### config.mk
export PLATFORM = sky130hd
export DESIGN_NAME = lnm_isqrt_pipe
export DESIGN_NICKNAME = d
export VERILOG_FILES = /design/src/rtl/lnm_pkg.sv /design/src/rtl/lnm_isqrt_pipe.sv
export SDC_FILE = /design/constraint.sdc
export NUM_CORES = 2
export LEC_CHECK = 0
export BUFFER_PORTS_ARGS = -buffer_cell sky130_fd_sc_hd__buf_2
export CAP_MARGIN = 20
export CORE_UTILIZATION = 50
export DETAILED_ROUTE_END_ITERATION = 16
export GPL_TIMING_DRIVEN = 0
export PLACE_DENSITY = 0.65
export SYNTH_ARGS = -nofsm -noshare
export SYNTH_HDL_FRONTEND = slang
export SYNTH_MEMORY_MAX_BITS = 65536
export SYNTH_SLANG_ARGS = --single-unit
### constraint.sdc
create_clock -name clk -period 4.61 [get_ports clk]
set_input_delay 0.922 -clock clk [delete_from_list [all_inputs] [get_ports clk]]
set_output_delay 0.922 -clock clk [all_outputs]
set_load 0.02 [all_outputs]
### src/rtl/lnm_pkg.sv
`timescale 1ns / 1ps
`default_nettype none

package lnm_pkg;

    localparam int RES_W  = 32;
    localparam int Q_W    = 32;
    localparam int PROD_W = 2 * RES_W;

    localparam logic [1:0] ST_OK        = 2'd0;
    localparam logic [1:0] ST_SRC_LOW   = 2'd1;
    localparam logic [1:0] ST_LOAD_LOW  = 2'd2;
    localparam logic [1:0] ST_ZERO_RES  = 2'd3;

    localparam logic KIND_HIGH = 1'b0;
    localparam logic KIND_LOW  = 1'b1;

    typedef struct packed {
        logic [RES_W-1:0] source_resistance;
        logic [RES_W-1:0] load_resistance;
        logic             kind;
    } in_word_t;

    typedef struct packed {
        logic [1:0]       status;
        logic [Q_W-1:0]   loaded_q;
        logic [RES_W-1:0] first_reactance;
        logic [RES_W-1:0] second_reactance;
    } out_word_t;

    typedef struct packed {
        logic [1:0]       status;
        logic             kind;
        logic [RES_W-1:0] sel;
        logic [RES_W-1:0] d;
    } ctx_t;

    typedef struct packed {
        ctx_t             ctx;
        logic [RES_W-1:0] lo;
    } ctx_lo_t;

    typedef struct packed {
        ctx_t             ctx;
        logic [RES_W-1:0] s;
    } ctx_s_t;

    typedef struct packed {
        logic [1:0]       status;
        logic             kind;
        logic [RES_W-1:0] s;
        logic [Q_W-1:0]   q;
    } fin_t;

endpackage

`default_nettype wire

### src/rtl/lnm_isqrt_pipe.sv
`timescale 1ns / 1ps
`default_nettype none

module lnm_isqrt_pipe #(
    parameter int SIDE_W = 8
) (
    input  wire logic                        clk,
    input  wire logic                        rst_n,
    input  wire logic                        en,
    input  wire logic                        in_valid,
    input  wire logic [lnm_pkg::PROD_W-1:0]  radicand,
    input  wire logic [SIDE_W-1:0]           in_side,
    output logic                             out_valid,
    output logic [lnm_pkg::Q_W-1:0]          root,
    output logic [SIDE_W-1:0]                out_side
);
    import lnm_pkg::*;

    localparam int N = PROD_W / 2;

    logic [PROD_W-1:0] v_reg    [0:N-1];
    logic [PROD_W-1:0] r_reg    [0:N-1];
    logic [SIDE_W-1:0] side_reg [0:N-1];
    logic [N-1:0]      vld_reg;

    for (genvar i = 0; i < N; i++) begin : g_stage
        localparam logic [PROD_W-1:0] BIT = PROD_W'(1) << (PROD_W - 2 - 2 * i);

        logic [PROD_W-1:0] v_in;
        logic [PROD_W-1:0] r_in;
        logic [SIDE_W-1:0] side_in;
        logic              vld_in;
        logic [PROD_W-1:0] trial;
        logic              fits;

        if (i == 0) begin : g_first
            assign v_in    = radicand;
            assign r_in    = '0;
            assign side_in = in_side;
            assign vld_in  = in_valid;
        end else begin : g_next
            assign v_in    = v_reg[i-1];
            assign r_in    = r_reg[i-1];
            assign side_in = side_reg[i-1];
            assign vld_in  = vld_reg[i-1];
        end

        assign trial = r_in + BIT;
        assign fits  = v_in >= trial;

        always_ff @(posedge clk or negedge rst_n)
        begin
            if (!rst_n)
            begin
                vld_reg[i] <= 1'b0;
            end else if (en)
            begin
                vld_reg[i] <= vld_in;
            end
        end

        always_ff @(posedge clk)
        begin
            if (en)
            begin
                v_reg[i]    <= fits ? v_in - trial : v_in;
                r_reg[i]    <= fits ? (r_in >> 1) + BIT : r_in >> 1;
                side_reg[i] <= side_in;
            end
        end
    end

    assign out_valid = vld_reg[N-1];
    assign root      = r_reg[N-1][Q_W-1:0];
    assign out_side  = side_reg[N-1];

endmodule

`default_nettype wire

==> reports/metrics.csv <==
metric;value;unit
outcome;complete, no violations;
drt-initial-drc-count;7591;
setup_viol;0;
synth-async-reset-ratio;1.14;%
place_area;134000;um^2
ys_ff_latch;2800;
relSlewSlack;17.0;%
finalCritPeriodShare;97.4;%
ir_worst_vdd;0.400;mV
synth_most_common_cell;edfxtp_1;
gr-total-overflow;0;
slowest_delay;0.75;ns
yosys.area.top_type;edfxtp_1;
cts_root_buf;clkbuf_16;
critPathKind;flip-flop to flip-flop;
p_per_area;510;nW/um^2
nNetsFinal;10900;
vias_per_cell;5.77;
synth-main-ff-cell;edfxtp_1;
maxCapViolations;0;
grt_pass1_wl;481000;um
final_core_util;56.5;%
clk_latency;0.89;ns
cts_made_buffers;305;
die_w;509;um
cts_tree;yes;
fin_cells;13900;
port_buffers;116;
cts.sinks;2800;
synth_cell_types;92;
nFillCells;20500;
core_area;255000;um^2
num_vias;80200;
grt_pass1_vias;78400;
gp_congestion;0.949;
slew_viol_final;0;
syn_area_per_cell;13.1;um^2
htreeDepth;5;
clk_pin_slew_worst_paths;0.06;ns
grt_usage;24.8;%
worstPathCellList;inv_1, ha_1, nor4b_1, nand2_1, nor4_2, a31oi_1, o21ai_0, nor3_1, buf_2, or4_1, nor2_2, buf_2, nand3_1, xnor2_1;
syn_nets;10400;
dpl.hpwl;247000;um
drive_gt1_share;7.88;%
worst-r2r-setup-slack;0.12;ns
start_util;50.5;%
fin_skew;0.0678;ns
max_freq;223;MHz
syn2layout_area_growth;11.9;%
cp.arrival;5.07;ns
drc;0;
ctsHoldBuffers;0;
clock_path_buffers;4;
hp-class;primary input to async pin;
row_count;185;
p_leak;53.7;nW
synth_area_leaders;edfxtp_1, ha_1, xnor2_1;
required;5.19;ns
drt_wl_total;325000;um
antenna_found_initial;19;
place_inst;13300;
slowest_stage;nor4b_1;
drtPass1Iterations;8;
synth-edff-count;2768;
rr_worst_depth;14;
critPathCaptureType;flip-flop;
rr_startpoint;r_reg[27][9];
die_area;259000;um^2
final_area;144000;um^2
netlist_area;129000;um^2
largest_register_ffs;1984;
path_max_fanout;10;
post-route-min-period;4.49;ns
critical_path.startpoint_type;flip-flop;
syn-instance-count;9805;
post_drt_wl_per_cell;23.4;um
num_io_pins;117;
ys_seq_area_share;65.2;%
yosys_warnings;0;
worst_pin_slew;1.23;ns
grt_max_degree;199;
critical_path.most_common_cell;buf_2;
r2r-end;v_reg[28][59];
rsz0062_at_grt;false;
die_h;509;um
synth_top_cell_area_share;64.6;%
route.antenna.remaining_nets;0;
final-hold-violation-count;0;
synth_common_cells;edfxtp_1, inv_1, nand2_1;
-- through the flow --
stage	setup slack [ns]	TNS, ns	hold WS [ns]	power [mW]
after floorplan	0.997	0	0.400	44.2
after global placement	-40.25	-	0.400	51.6
after detailed placement	-0.467	-8.50	0.405	49.7
after CTS	0.0110	0	0.0526	73.7
after global routing	0.00714	0	0.112	76.6
final	0.120	0	0.0993	73.4
-- logic make-up (layout without fill, tap and decap cells) --
| logic type | count (synthesis) | count (layout) | synth area share (%) |
|---|---|---|---|
| DFF | 2800 | 2800 | 65.2 |
| muxes | 117 | 117 | 1.01 |
| and+or+nand+nor | 2764 | 2764 | 11.1 |
| adders and majority gates | 558 | 558 | 5.43 |
| xor gates and xnor gates | 887 | 887 | 6.04 |
| AOI/OAI and AO/OA | 1806 | 1806 | 8.64 |
| buffers and inverters | 873 | 1565 | 2.58 |
| other | 0 | 43 | 0 |
-- worst max-delay path by stage --
stage,to,cells after the start,slack [ns],from
after global placement,side_reg[26][3],1,-40.25,en
after detailed placement,v_reg[29][63],12,-0.47,v_reg[28][34]
final,v_reg[28][59],14,0.12,r_reg[27][9]
after CTS,v_reg[29][63],12,0.01,v_reg[28][34]
after floorplan,v_reg[26][63],11,1.0,v_reg[25][25]
after global routing,v_reg[22][29],12,0.007,r_reg[21][37]
-- per-layer routing --
layer / vias to the layer above / share of wire, % / GRT usage [%]
met5: - / 0.0083 / 0
met4: 4 / 5.5 / 12.0
met3: 693 / 5.4 / 3.31
met2: 2476 / 50 / 43.2
met1: 39300 / 40 / 30.4
li1: 37700 / - / -
-- worst max-delay path, delay by kind of cell (launching register included) --
kind / cells / cell delay (ns)
flip-flops: 1 / 0.37
AND/OR/NAND/NOR: 7 / 2.46
XOR/XNOR: 1 / 0.17
buffers and inverters: 3 / 0.56
AO/OA/AOI/OAI: 2 / 0.32
adder cells (fa/ha/maj): 1 / 0.34
-- layout make-up --
type | count | area (um^2) | area share (%)
flip-flops and latches | 2800 | 83900 | 58.3
plain buffers | 184 | 739 | 0.513
well taps | 3366 | 4210 | 2.92
inverters | 688 | 2580 | 1.79
clock buffers | 376 | 8090 | 5.62
repair buffers | 145 | 1120 | 0.777
multi-input cells | 6132 | 41600 | 28.9
diodes | 43 | 108 | 0.0747
clock inverters | 172 | 1660 | 1.15
-- power breakdown --
group          internal [mW]  switching (mW)  total [mW]
clock                   13.9            9.95        23.9
combinational           5.79            8.90        14.7
sequential              32.2            2.63        34.8
-- placed cells by master (no fill, tap or decap), types with 90 or more instances in the layout --
cell type / n
ha_1: 558
inv_1: 687
or3_1: 105
nor2_1: 554
o21ai_0: 495
nor4_1: 329
nand4_1: 146
nand2_1: 659
nand3_1: 155
mux2_2: 107
o21a_1: 90
a21oi_1: 564
xnor2_1: 477
edfxtp_1: 2768
buf_2: 136
xor2_1: 410
nor3_1: 251
clkbuf_16: 313
a21o_1: 265
nand2b_1: 115
clkbuf_1: 204
-- repair_timing --
action / in CTS / in global routing
gates resized for setup: 9 / 28
setup buffers: 0 / 2
pin swaps: 0 / 1
setup endpoints to repair: 84 / 81
No activity file was read; power rests on OpenSTA's default activity.
